<file path="src/rtl/kss_pkg.sv">
`timescale 1ns / 1ps
// ----------------------------------------------------------------------------
// kss_pkg
// Types and constants shared by the nearly sorted stream sorter.
// ----------------------------------------------------------------------------
package kss_pkg;

  localparam int WS_W = 5;
  localparam logic [WS_W-1:0] WS_RESET = 5'd4;

  typedef logic signed [31:0] data_t;

  typedef struct packed {
    data_t value;
    logic  last_item;
  } in_word_t;

  typedef struct packed {
    data_t sorted_value;
    logic  end_of_sequence;
  } out_word_t;

  typedef struct packed {
    logic [WS_W-1:0] window_size;
  } cfg_word_t;

  typedef enum logic {
    ST_IDLE,
    ST_DRAIN
  } state_t;

  typedef struct packed {
    logic insert;
    logic pop;
    logic eos;
  } dp_cmd_t;

  typedef struct packed {
    logic above_k;
    logic empty;
    logic one_left;
  } dp_sts_t;

endpackage

</file>
<file path="src/rtl/kss_chan_if.sv">
`timescale 1ns / 1ps
// ----------------------------------------------------------------------------
// kss_chan_if
// Valid/ready channel carrying one word of a chosen payload type.
// ----------------------------------------------------------------------------
interface kss_chan_if #(
  parameter type payload_t = logic
);
  logic     valid;
  logic     ready;
  payload_t payload;

  modport source (output valid, output payload, input ready);
  modport sink (input valid, input payload, output ready);
endinterface

</file>
<file path="src/rtl/kss_datapath.sv">
`timescale 1ns / 1ps
// ----------------------------------------------------------------------------
// kss_datapath
// Sorted window of registers with compare-and-shift insertion, head removal,
// the window size register and the output word register.
// ----------------------------------------------------------------------------
module kss_datapath #(
  parameter int WINDOW_MAX = 16
) (
  input  logic                          clk,
  input  logic                          rst_n,
  input  kss_pkg::dp_cmd_t              cmd,
  input  kss_pkg::data_t                key,
  input  logic                          cfg_we,
  input  logic [kss_pkg::WS_W-1:0]      cfg_ws,
  output kss_pkg::dp_sts_t              sts,
  output kss_pkg::out_word_t            out_word
);
  import kss_pkg::*;

  localparam int CW   = $clog2(WINDOW_MAX + 2);
  localparam int CMPW = (CW > WS_W) ? CW : WS_W;
  localparam int NE   = WINDOW_MAX + 1;

  data_t           entries_r   [NE];
  data_t           entries_nxt [NE];
  logic [CW-1:0]   count_r, count_nxt;
  logic [WS_W-1:0] window_size_r;
  out_word_t       out_r;
  logic [NE-1:0]   gt;
  logic [CMPW-1:0] k_eff, ws_ext, max_ext, cnt_ext;

  always_comb begin
    ws_ext  = CMPW'(window_size_r);
    max_ext = CMPW'(WINDOW_MAX);
    k_eff   = (ws_ext > max_ext) ? max_ext : ws_ext;
    cnt_ext = CMPW'(count_r);
    sts.above_k  = cnt_ext > k_eff;
    sts.empty    = count_r == '0;
    sts.one_left = count_r == CW'(1);
  end

  always_comb begin
    for (int i = 0; i < NE; i++) begin
      gt[i] = (CW'(i) < count_r) && (entries_r[i] > key);
    end
  end

  always_comb begin
    count_nxt = count_r;
    for (int i = 0; i < NE; i++) begin
      entries_nxt[i] = entries_r[i];
    end
    if (cmd.insert) begin
      count_nxt = count_r + CW'(1);
      if (gt[0] || count_r == '0) begin
        entries_nxt[0] = key;
      end
      for (int i = 1; i < NE; i++) begin
        if (gt[i-1]) begin
          entries_nxt[i] = entries_r[i-1];
        end else if (gt[i] || CW'(i) == count_r) begin
          entries_nxt[i] = key;
        end
      end
    end else if (cmd.pop) begin
      count_nxt = count_r - CW'(1);
      for (int i = 0; i < NE - 1; i++) begin
        entries_nxt[i] = entries_r[i+1];
      end
    end
  end

  always_ff @(posedge clk) begin
    for (int i = 0; i < NE; i++) begin
      entries_r[i] <= entries_nxt[i];
    end
    if (cmd.pop) begin
      out_r.sorted_value    <= entries_r[0];
      out_r.end_of_sequence <= cmd.eos;
    end
  end

  always_ff @(posedge clk) begin
    if (!rst_n) begin
      count_r       <= '0;
      window_size_r <= WS_RESET;
    end else begin
      count_r <= count_nxt;
      if (cfg_we) begin
        window_size_r <= cfg_ws;
      end
    end
  end

  assign out_word = out_r;

  a_count_bound: assert property (@(posedge clk) disable iff (!rst_n)
    count_r <= CW'(WINDOW_MAX + 1))
    else $error("window count beyond capacity");

  a_cmd_excl: assert property (@(posedge clk) disable iff (!rst_n)
    !(cmd.insert && cmd.pop))
    else $error("insert and pop in the same cycle");

  a_pop_nonempty: assert property (@(posedge clk) disable iff (!rst_n)
    cmd.pop |-> count_r != '0)
    else $error("pop from an empty window");

endmodule

</file>
<file path="src/rtl/kss_controller.sv">
`timescale 1ns / 1ps
// ----------------------------------------------------------------------------
// kss_controller
// State machine that accepts words, drives insertion and drains the window
// into the output register.
// ----------------------------------------------------------------------------
module kss_controller (
  input  logic              clk,
  input  logic              rst_n,
  input  logic              in_valid,
  input  logic              in_last,
  output logic              in_ready,
  input  logic              out_ready,
  output logic              out_valid,
  input  kss_pkg::dp_sts_t  sts,
  output kss_pkg::dp_cmd_t  cmd
);
  import kss_pkg::*;

  state_t state_r, state_nxt;
  logic   last_r, last_nxt;
  logic   out_valid_r, out_valid_nxt;
  logic   need_pop, slot_free;

  always_ff @(posedge clk) begin
    if (!rst_n) begin
      state_r     <= ST_IDLE;
      last_r      <= 1'b0;
      out_valid_r <= 1'b0;
    end else begin
      state_r     <= state_nxt;
      last_r      <= last_nxt;
      out_valid_r <= out_valid_nxt;
    end
  end

  always_comb begin
    state_nxt     = state_r;
    last_nxt      = last_r;
    in_ready      = 1'b0;
    cmd           = '0;
    slot_free     = !out_valid_r || out_ready;
    need_pop      = last_r ? !sts.empty : sts.above_k;
    out_valid_nxt = out_valid_r && !out_ready;
    case (state_r)
      ST_IDLE: begin
        in_ready = rst_n;
        if (in_valid && in_ready) begin
          cmd.insert = 1'b1;
          last_nxt   = in_last;
          state_nxt  = ST_DRAIN;
        end
      end
      ST_DRAIN: begin
        if (need_pop) begin
          if (slot_free) begin
            cmd.pop       = 1'b1;
            cmd.eos       = last_r && sts.one_left;
            out_valid_nxt = 1'b1;
          end
        end else begin
          state_nxt = ST_IDLE;
        end
      end
      default: begin
        state_nxt = ST_IDLE;
      end
    endcase
  end

  assign out_valid = out_valid_r;

  a_pop_slot: assert property (@(posedge clk) disable iff (!rst_n)
    cmd.pop |-> (!out_valid_r || out_ready))
    else $error("output word overwritten before it was taken");

  a_flush_empty: assert property (@(posedge clk) disable iff (!rst_n)
    (state_r == ST_DRAIN && state_nxt == ST_IDLE && last_r) |-> sts.empty)
    else $error("flush finished with values left in the window");

  a_accept_drain: assert property (@(posedge clk) disable iff (!rst_n)
    (in_valid && in_ready) |=> state_r == ST_DRAIN)
    else $error("accepted word not followed by a drain check");

endmodule

</file>
<file path="src/rtl/k_sorted_stream_sorter.sv">
`timescale 1ns / 1ps
// ----------------------------------------------------------------------------
// k_sorted_stream_sorter
// Sorts a stream in which each value lies at most k places from its sorted
// position, using a sorted window of up to k + 1 registers.
// ----------------------------------------------------------------------------
//  Channel    Direction  Word
//  in_chan    sink       value, last_item
//  out_chan   source     sorted_value, end_of_sequence
//  cfg_chan   sink       window_size (ready whenever out of reset)
//
// A word is inserted in the cycle it is accepted by the compare-and-shift
// window; the controller then pops results from the window head into the
// output register and checks the window count before it returns to accepting.
// A stalled output holds the drain, while a new word may still be taken as
// a result waits in the output register.
// Reset clears the window count and sets the window size to four; the
// window registers themselves need no clearing.
// ----------------------------------------------------------------------------
module k_sorted_stream_sorter #(
  parameter int WINDOW_MAX = 16
) (
  input logic       clk,
  input logic       rst_n,
  kss_chan_if.sink   in_chan,
  kss_chan_if.source out_chan,
  kss_chan_if.sink   cfg_chan
);
  import kss_pkg::*;

  dp_cmd_t   cmd;
  dp_sts_t   sts;
  out_word_t out_word;
  in_word_t  in_word;
  cfg_word_t cfg_word;

  assign in_word  = in_chan.payload;
  assign cfg_word = cfg_chan.payload;
  assign cfg_chan.ready   = rst_n;
  assign out_chan.payload = out_word;

  kss_controller u_ctrl (
    .clk       (clk),
    .rst_n     (rst_n),
    .in_valid  (in_chan.valid),
    .in_last   (in_word.last_item),
    .in_ready  (in_chan.ready),
    .out_ready (out_chan.ready),
    .out_valid (out_chan.valid),
    .sts       (sts),
    .cmd       (cmd)
  );

  kss_datapath #(
    .WINDOW_MAX (WINDOW_MAX)
  ) u_dp (
    .clk      (clk),
    .rst_n    (rst_n),
    .cmd      (cmd),
    .key      (in_word.value),
    .cfg_we   (cfg_chan.valid),
    .cfg_ws   (cfg_word.window_size),
    .sts      (sts),
    .out_word (out_word)
  );

endmodule

</file>
<file path="src/flat_wrapper.sv">
// flat-port wrapper written by rule: the top's interface ports become plain ports
module k_sorted_stream_sorter_flat import kss_pkg::*;
#(
  parameter int WINDOW_MAX = 16
)
  (clk, rst_n, in_chan_valid, in_chan_payload, in_chan_ready, out_chan_valid, out_chan_payload, out_chan_ready, cfg_chan_valid, cfg_chan_payload, cfg_chan_ready);
  kss_chan_if #(.payload_t(in_word_t)) in_chan_i ();
  kss_chan_if #(.payload_t(out_word_t)) out_chan_i ();
  kss_chan_if #(.payload_t(cfg_word_t)) cfg_chan_i ();
  input logic clk;
  input logic rst_n;
  input wire logic [$bits(in_chan_i.valid)-1:0] in_chan_valid;
  input wire logic [$bits(in_chan_i.payload)-1:0] in_chan_payload;
  output wire logic [$bits(in_chan_i.ready)-1:0] in_chan_ready;
  output wire logic [$bits(out_chan_i.valid)-1:0] out_chan_valid;
  output wire logic [$bits(out_chan_i.payload)-1:0] out_chan_payload;
  input wire logic [$bits(out_chan_i.ready)-1:0] out_chan_ready;
  input wire logic [$bits(cfg_chan_i.valid)-1:0] cfg_chan_valid;
  input wire logic [$bits(cfg_chan_i.payload)-1:0] cfg_chan_payload;
  output wire logic [$bits(cfg_chan_i.ready)-1:0] cfg_chan_ready;
  assign in_chan_i.valid = in_chan_valid;
  assign in_chan_i.payload = in_chan_payload;
  assign in_chan_ready = in_chan_i.ready;
  assign out_chan_valid = out_chan_i.valid;
  assign out_chan_payload = out_chan_i.payload;
  assign out_chan_i.ready = out_chan_ready;
  assign cfg_chan_i.valid = cfg_chan_valid;
  assign cfg_chan_i.payload = cfg_chan_payload;
  assign cfg_chan_ready = cfg_chan_i.ready;
  k_sorted_stream_sorter #(.WINDOW_MAX(WINDOW_MAX)) u_core (.clk(clk), .rst_n(rst_n), .in_chan(in_chan_i), .out_chan(out_chan_i), .cfg_chan(cfg_chan_i));
endmodule
</file>
<file path="config.mk">
export PLATFORM = sky130hd
export DESIGN_NAME = k_sorted_stream_sorter_flat
export DESIGN_NICKNAME = d
export VERILOG_FILES = /design/src/rtl/kss_pkg.sv /design/src/rtl/kss_chan_if.sv /design/src/rtl/kss_datapath.sv /design/src/rtl/kss_controller.sv /design/src/rtl/k_sorted_stream_sorter.sv /design/src/flat_wrapper.sv
export SDC_FILE = /design/constraint.sdc
export NUM_CORES = 2
export LEC_CHECK = 0
export BUFFER_PORTS_ARGS = -buffer_cell sky130_fd_sc_hd__buf_2
export CAP_MARGIN = 10
export CORE_ASPECT_RATIO = 0.8
export CORE_UTILIZATION = 30
export DETAILED_ROUTE_END_ITERATION = 10
export REMOVE_ABC_BUFFERS = 1
export SYNTH_ARGS = -nofsm -noshare
export SYNTH_HDL_FRONTEND = slang
export SYNTH_SLANG_ARGS = --single-unit
</file>
<file path="constraint.sdc">
create_clock -name clk -period 12.7 [get_ports clk]
set_clock_uncertainty 0.05 [all_clocks]
set_input_delay 3.175 -clock clk [delete_from_list [all_inputs] [get_ports clk]]
set_output_delay 3.175 -clock clk [all_outputs]
set_load 0.05 [all_outputs]
</file>
== Word level (Yosys, flattened, before mapping) ==
Memory sizes are Yosys's and may differ from the RTL's.
Cells that the tools add are included.

* Bits in registers: 46
* RAM bits: 544
* Input bits: 43
* Output and inout bits: 36
* Word-level logic and storage cells: 160
* Memories kept: 1

* Add/sub/neg operators: 2
* Order comparisons: 36
* Eq/ne operators: 17
* Muxes and demuxes: 51
* Bitwise operators: 1
* Reduce and logical (&&, ||, !) cells: 45

{| class="wikitable"
|+ Memories
! name !! depth !! bits a word !! read ports !! clocked after Yosys merged registers in !! wr ports !! line !! RTL
|-
| u_core.u_dp.entries_r || 17 || 32 || 17 || 0 || 17 || kss_datapath.sv:25 || <nowiki>data_t entries_r [NE];</nowiki>
|}

{| class="wikitable"
|+ Operator list
! operator !! count
|-
| 32-bit two-way mux || 34
|-
| 512-bit two-way mux || 2
|-
| 32-bit greater-than comparator || 17
|-
| 4-bit by 5-bit equality test with 1-bit output (first input constant) || 8
|-
| 4-bit by 5-bit less-than comparator with 1-bit output (first input constant) || 8
|-
| 3-bit by 5-bit equality test with 1-bit output (first input constant) || 4
|-
| 1-bit logical AND || 20
|-
| 3-bit by 5-bit less-than comparator with 1-bit output (first input constant) || 4
|-
| 1-bit logical OR || 18
|-
| 5-bit two-way mux || 3
|-
| 2-bit by 5-bit equality test with 1-bit output (first input constant) || 2
|-
| 1-bit by 5-bit less-than comparator with 1-bit output (first input constant) || 2
|-
| 2-bit by 5-bit less-than comparator with 1-bit output (first input constant) || 2
|-
| 1-bit two-way mux || 8
|-
| 2-bit two-way mux || 3
|-
| 5-bit by 1-bit adder with 5-bit output (second input constant) || 1
|-
| 1-bit by 5-bit equality test with 1-bit output (first input constant) || 1
|-
| 5-bit by 1-bit equality test with 1-bit output (second input constant) || 1
|-
| 5-bit equality test (first input constant) || 1
|-
| 5-bit greater-than comparator || 1
|-
| 5-bit greater-than comparator (second input constant) || 1
|-
| 5-bit zero test || 1
|-
| 5-bit less-than comparator (first input constant) || 1
|-
| 5-bit by 1-bit subtractor with 5-bit output (second input constant) || 1
|-
| 6 further kinds || 8
|}

== Longest topological paths before layout ==
* Word-level depth: 8
* Gate-level depth with buffers: 13
* Mapped depth without buffers: 11

== By module ==
Synthesis repeated with hierarchy kept, for this count alone.

* Cell total of the unflattened synthesis: 4,309
* Area, all modules: 42,499.5 um^2

{| class="wikitable"
|+ Modules (own cells, without submodules)
! module !! instances !! cells an instance !! area an instance (um^2) !! seq. area each (um^2)
|-
| kss_datapath || 1 || 4,290 || 42,339.4 || 17,526.8
|-
| kss_controller || 1 || 18 || 152.6 || 60.1
|-
| k_sorted_stream_sorter || 1 || 1 || 7.5 || 0.0
|}

== Worst setup path after synthesis ==
OpenSTA, ideal clock, no wires.

* Kind: input to register
* Start: input in_chan_payload[15]
* End: memory u_core.u_dp.entries_r[0][160] (netlist name), enable pin
* Setup time: 0.440 ns
* Data arrival time: 7.695 ns
* Data required time: 12.210 ns
* Path slack: 4.515 ns
* Stages: 12
* Buffers on the path: 3
* Cell sequence: clkbuf_1 > inv_1 > ha_1 > nand4_2 > nor3_2 > a21boi_1 > or4b_1 > a2111oi_2 > mux2_2 > buf_8 > buf_12 > a41oi_1

{| class="wikitable"
|+ RTL lines
! item !! line !! RTL
|-
| start: declaration || flat_wrapper.sv:13 || <nowiki>input wire logic [$bits(in_chan_i.payload)-1:0] in_chan_payload;</nowiki>
|-
| end: declaration || kss_datapath.sv:25 ||
|}

==> results.sh <==
export IMPL_setup_viol=0
export IMPL_outcome="complete, no violations"
export IMPL_ys_seq_elements=590
export IMPL_dr_total_vias=32000
export IMPL_synth_compound_area_share_pct=13.8
export IMPL_grt_pass1_wl_um=193000
export IMPL_cts_sinks=590
export IMPL_slowest_delay_ns=0.80
export IMPL_antenna_found_initial=11
export IMPL_worstSetupPathType="input port to register"
export IMPL_htreeDepth=3
export IMPL_worstReg2RegStart="u_core.u_dp.entries_r[0][193]"
export IMPL_postCtsSetupRepairBufs=0
export IMPL_final_common_cell="edfxtp_1"
export IMPL_dp_cells=5645
export IMPL_ys_flop_type="edfxtp_1"
export IMPL_crit_fanout=18
export IMPL_die_h_um=334
export IMPL_min_from="u_core.u_dp.window_size_r[0]"
export IMPL_ff2ff_path_depth=10
export IMPL_synthAdderAreaFrac_pct=16.8
export IMPL_antenna_left=0
export IMPL_path_common_cell="buf_4"
export IMPL_startpoint_type="input port"
export IMPL_p_leak_nw=19.4
export IMPL_drt_iter0_markers=3221
export IMPL_cts_reportedPaths_clkPinSlew_ns=0.06
export IMPL_port_buffers=78
export IMPL_tightest_slew_ns=1.21
export IMPL_fillers=13800
export IMPL_hold_class="register to register"
export IMPL_syn_to_final_growth_pct=11.0
export IMPL_synthArstFlopShare_pct=0
export IMPL_multi_input_area_mm2=0.0226
export IMPL_power_density_mw_per_mm2=135
export IMPL_seq_area_frac_synth_pct=42.6
export IMPL_vdd_drop_max_v=0.0000894
export IMPL_rows=121
export IMPL_first_pass_iters=6
export IMPL_period_minus_slack_ns=7.83
export IMPL_grt_max_degree=225
export IMPL_cp_slowest_cell="mux2i_4"
export IMPL_cts_root_buf="clkbuf_16"
export IMPL_finish_instance_area_mm2=0.0458
export IMPL_place_area_mm2=0.0437
export IMPL_synth_cells=3963
export IMPL_fmax_mhz=128
export IMPL_ios=79
export IMPL_die_w_um=417
export IMPL_rr_endpoint="u_core.u_dp.entries_r[0][210]"
export IMPL_final_cell_mix="577 x edfxtp_1, 567 x a21oi_1, 554 x ha_1"
export IMPL_max_cap_violations=0
export IMPL_critPathArrivalTime_ns=8.17
export IMPL_synth_edff_count=577
export IMPL_worstPathCellList="buf_2 > inv_1 > ha_1 > nand4_1 > nor3_1 > a21boi_0 > or4b_2 > a21oi_1 > mux2i_4 > buf_4 > a41oi_4 > buf_4"
export IMPL_grt_setup_unrepaired="no"
export IMPL_synthSimpleGateAreaFrac_pct=10.7
export IMPL_final_min_period_over_clock_period_pct=61.7
export IMPL_vias_per_cell=5.55
export IMPL_fin_util_pct=33.6
export IMPL_gp_congestion=0.874
export IMPL_crit_required_ns=13.04
export IMPL_nets=4527
export IMPL_ctsHoldBuffers=0
export IMPL_drc_errors=0
export IMPL_setup_slack_ns=4.87
export IMPL_coreArea_mm2=0.136
export IMPL_stdcell_count=5765
export IMPL_ctsResizeCount=0
export IMPL_slew_headroom_pct=19.1
export IMPL_synth_top_family_by_area="adder cells"
export IMPL_hold_viol=0
export IMPL_cts_buffers=66
export IMPL_holdPathStages=2
export IMPL_synth_avg_cell_area_um2=10.4
export IMPL_synth_area_mux_share_pct=12.6
export IMPL_grt_pass1_vias=30500
export IMPL_clk_latency_ns=0.66
export IMPL_final_layout_size_suffix_gt1_share_pct=7.96
export IMPL_rrSetupSlack_ns=7.75
export IMPL_dieArea_mm2=0.139
export IMPL_dp_slack_ns=4.24
export IMPL_overflow=0
export IMPL_hold_path_endpoint="u_core.u_dp.window_size_r[0]"
export IMPL_ctsLongestPathBuffers=3
export IMPL_synth_xor_area_share_pct=0.0212
export IMPL_initial_core_util_pct=30.3
export IMPL_regArea_mm2=0.0176
export IMPL_grt_usage_pct=17.9
export IMPL_maxSlewViolCount=0
export IMPL_cp_end_kind="register"
export IMPL_synthesis_area_mm2=0.0413
export IMPL_dpl_hpwl_um=93300
export IMPL_ys_types=73
export IMPL_drt_wl_total_um=128000
export IMPL_yosys_warnings=0
export IMPL_tritoncts="yes"
export IMPL_wl_per_cell_um=22.1
-- worst max-delay path: cells and delay by family --
family	cells	cell delay [ns]
compound gates	3	0.90
fa+ha+maj	1	0.47
buf+inv	4	1.76
mux	1	0.80
simple gates	3	1.01
-- state kept, by name, indices dropped and copies added, names as in the netlist --
signal / cells
u_core.u_ctrl.out_valid: 1
u_core.u_dp.entries_r: 544
u_core.u_ctrl.last_r: 1
u_core.u_dp.window_size_r: 5
u_core.u_dp.out_word: 33
u_core.u_dp.cnt_ext: 5
u_core.u_ctrl.state_r: 1
-- layer usage --
layer,GRT usage (%),wire (µm),vias to the layer above
li1,-,-,15000
met1,27.8,63100,15800
met2,25.8,53000,1138
met3,2.82,9780,129
met4,2.96,1750,0
met5,0,0,-
-- synthesized netlist by cell type, types with 13 or more instances --
cell type / n / share of area (%)
nand2_1: 286 / 2.6
nand4_1: 111 / 1.7
a211oi_1: 16 / 0.29
a21oi_1: 570 / 6.9
ha_1: 554 / 17
a31oi_1: 15 / 0.23
nand3_1: 52 / 0.63
nor2b_1: 23 / 0.35
nor3_1: 34 / 0.41
edfxtp_1: 577 / 42
nor4_1: 24 / 0.36
o211ai_1: 22 / 0.40
clkbuf_1: 159 / 1.4
buf_2: 69 / 0.84
a21o_1: 63 / 1.1
mux2_2: 37 / 1.0
and4_1: 17 / 0.36
a221oi_1: 17 / 0.36
o21ai_0: 228 / 2.8
dfxtp_1: 13 / 0.63
inv_1: 79 / 0.72
nor2_1: 379 / 3.4
mux2i_1: 472 / 11
-- power breakdown --
group	leakage, nW	total (W)	internal [W]	switching [W]
clock	1.03	0.00197	0.00111	0.000863
sequential	5.46	0.00266	0.00245	0.000207
combinational	12.9	0.00155	0.000565	0.000984
total	19.4	0.00618	0.00413	0.00205
-- how the worst max path moves through the flow --
stage / start / end / slack, ns / cells after the start
3_3_place_gp: in_chan_payload[10] / u_core.u_dp.entries_r[0][213] / 4.36 / 12
3_5_place_dp: in_chan_payload[12] / u_core.u_dp.entries_r[0][214] / 4.24 / 12
4_1_cts: in_chan_payload[12] / u_core.u_dp.entries_r[0][210] / 4.95 / 12
2_1_floorplan: rst_n / u_core.u_dp.entries_r[0][0] / -12.01 / 4
5_1_grt: in_chan_payload[12] / u_core.u_dp.entries_r[0][214] / 4.69 / 12
6_report: in_chan_payload[11] / u_core.u_dp.entries_r[0][210] / 4.87 / 12
-- area by class of cell --
type / instances / share of cell area [%]
antenna: 2 / 0.0109
clock buffer: 85 / 4.04
clock inverter: 33 / 0.571
inverter: 80 / 0.656
multi-input combinational: 3049 / 49.4
sequential: 590 / 38.4
tap: 1783 / 4.87
timing repair buffer: 143 / 2.00
-- stage by stage --
step | setup TNS, ns | power, W | hold slack, ns
5_1_grt | 0 | 0.00647 | 0.445
6_report | 0 | 0.00618 | 0.433
2_1_floorplan | -7040.14 | 0.00376 | 0.376
4_1_cts | 0 | 0.00619 | 0.434
3_3_place_gp | 0 | 0.00417 | 0.397
3_5_place_dp | 0 | 0.00422 | 0.419
-- cells by family (layout without fill, tap and decap cells) --
logic type	after synthesis	count (layout)
AOI/OAI and AO/OA	1007	1007
and+or+nand+nor	974	974
DFF	590	590
adders and majority gates	554	554
muxes	513	513
buffers and inverters	324	341
xor gates and xnor gates	1	1
other	0	2
Note: power is estimated with default switching activity, not from simulation.
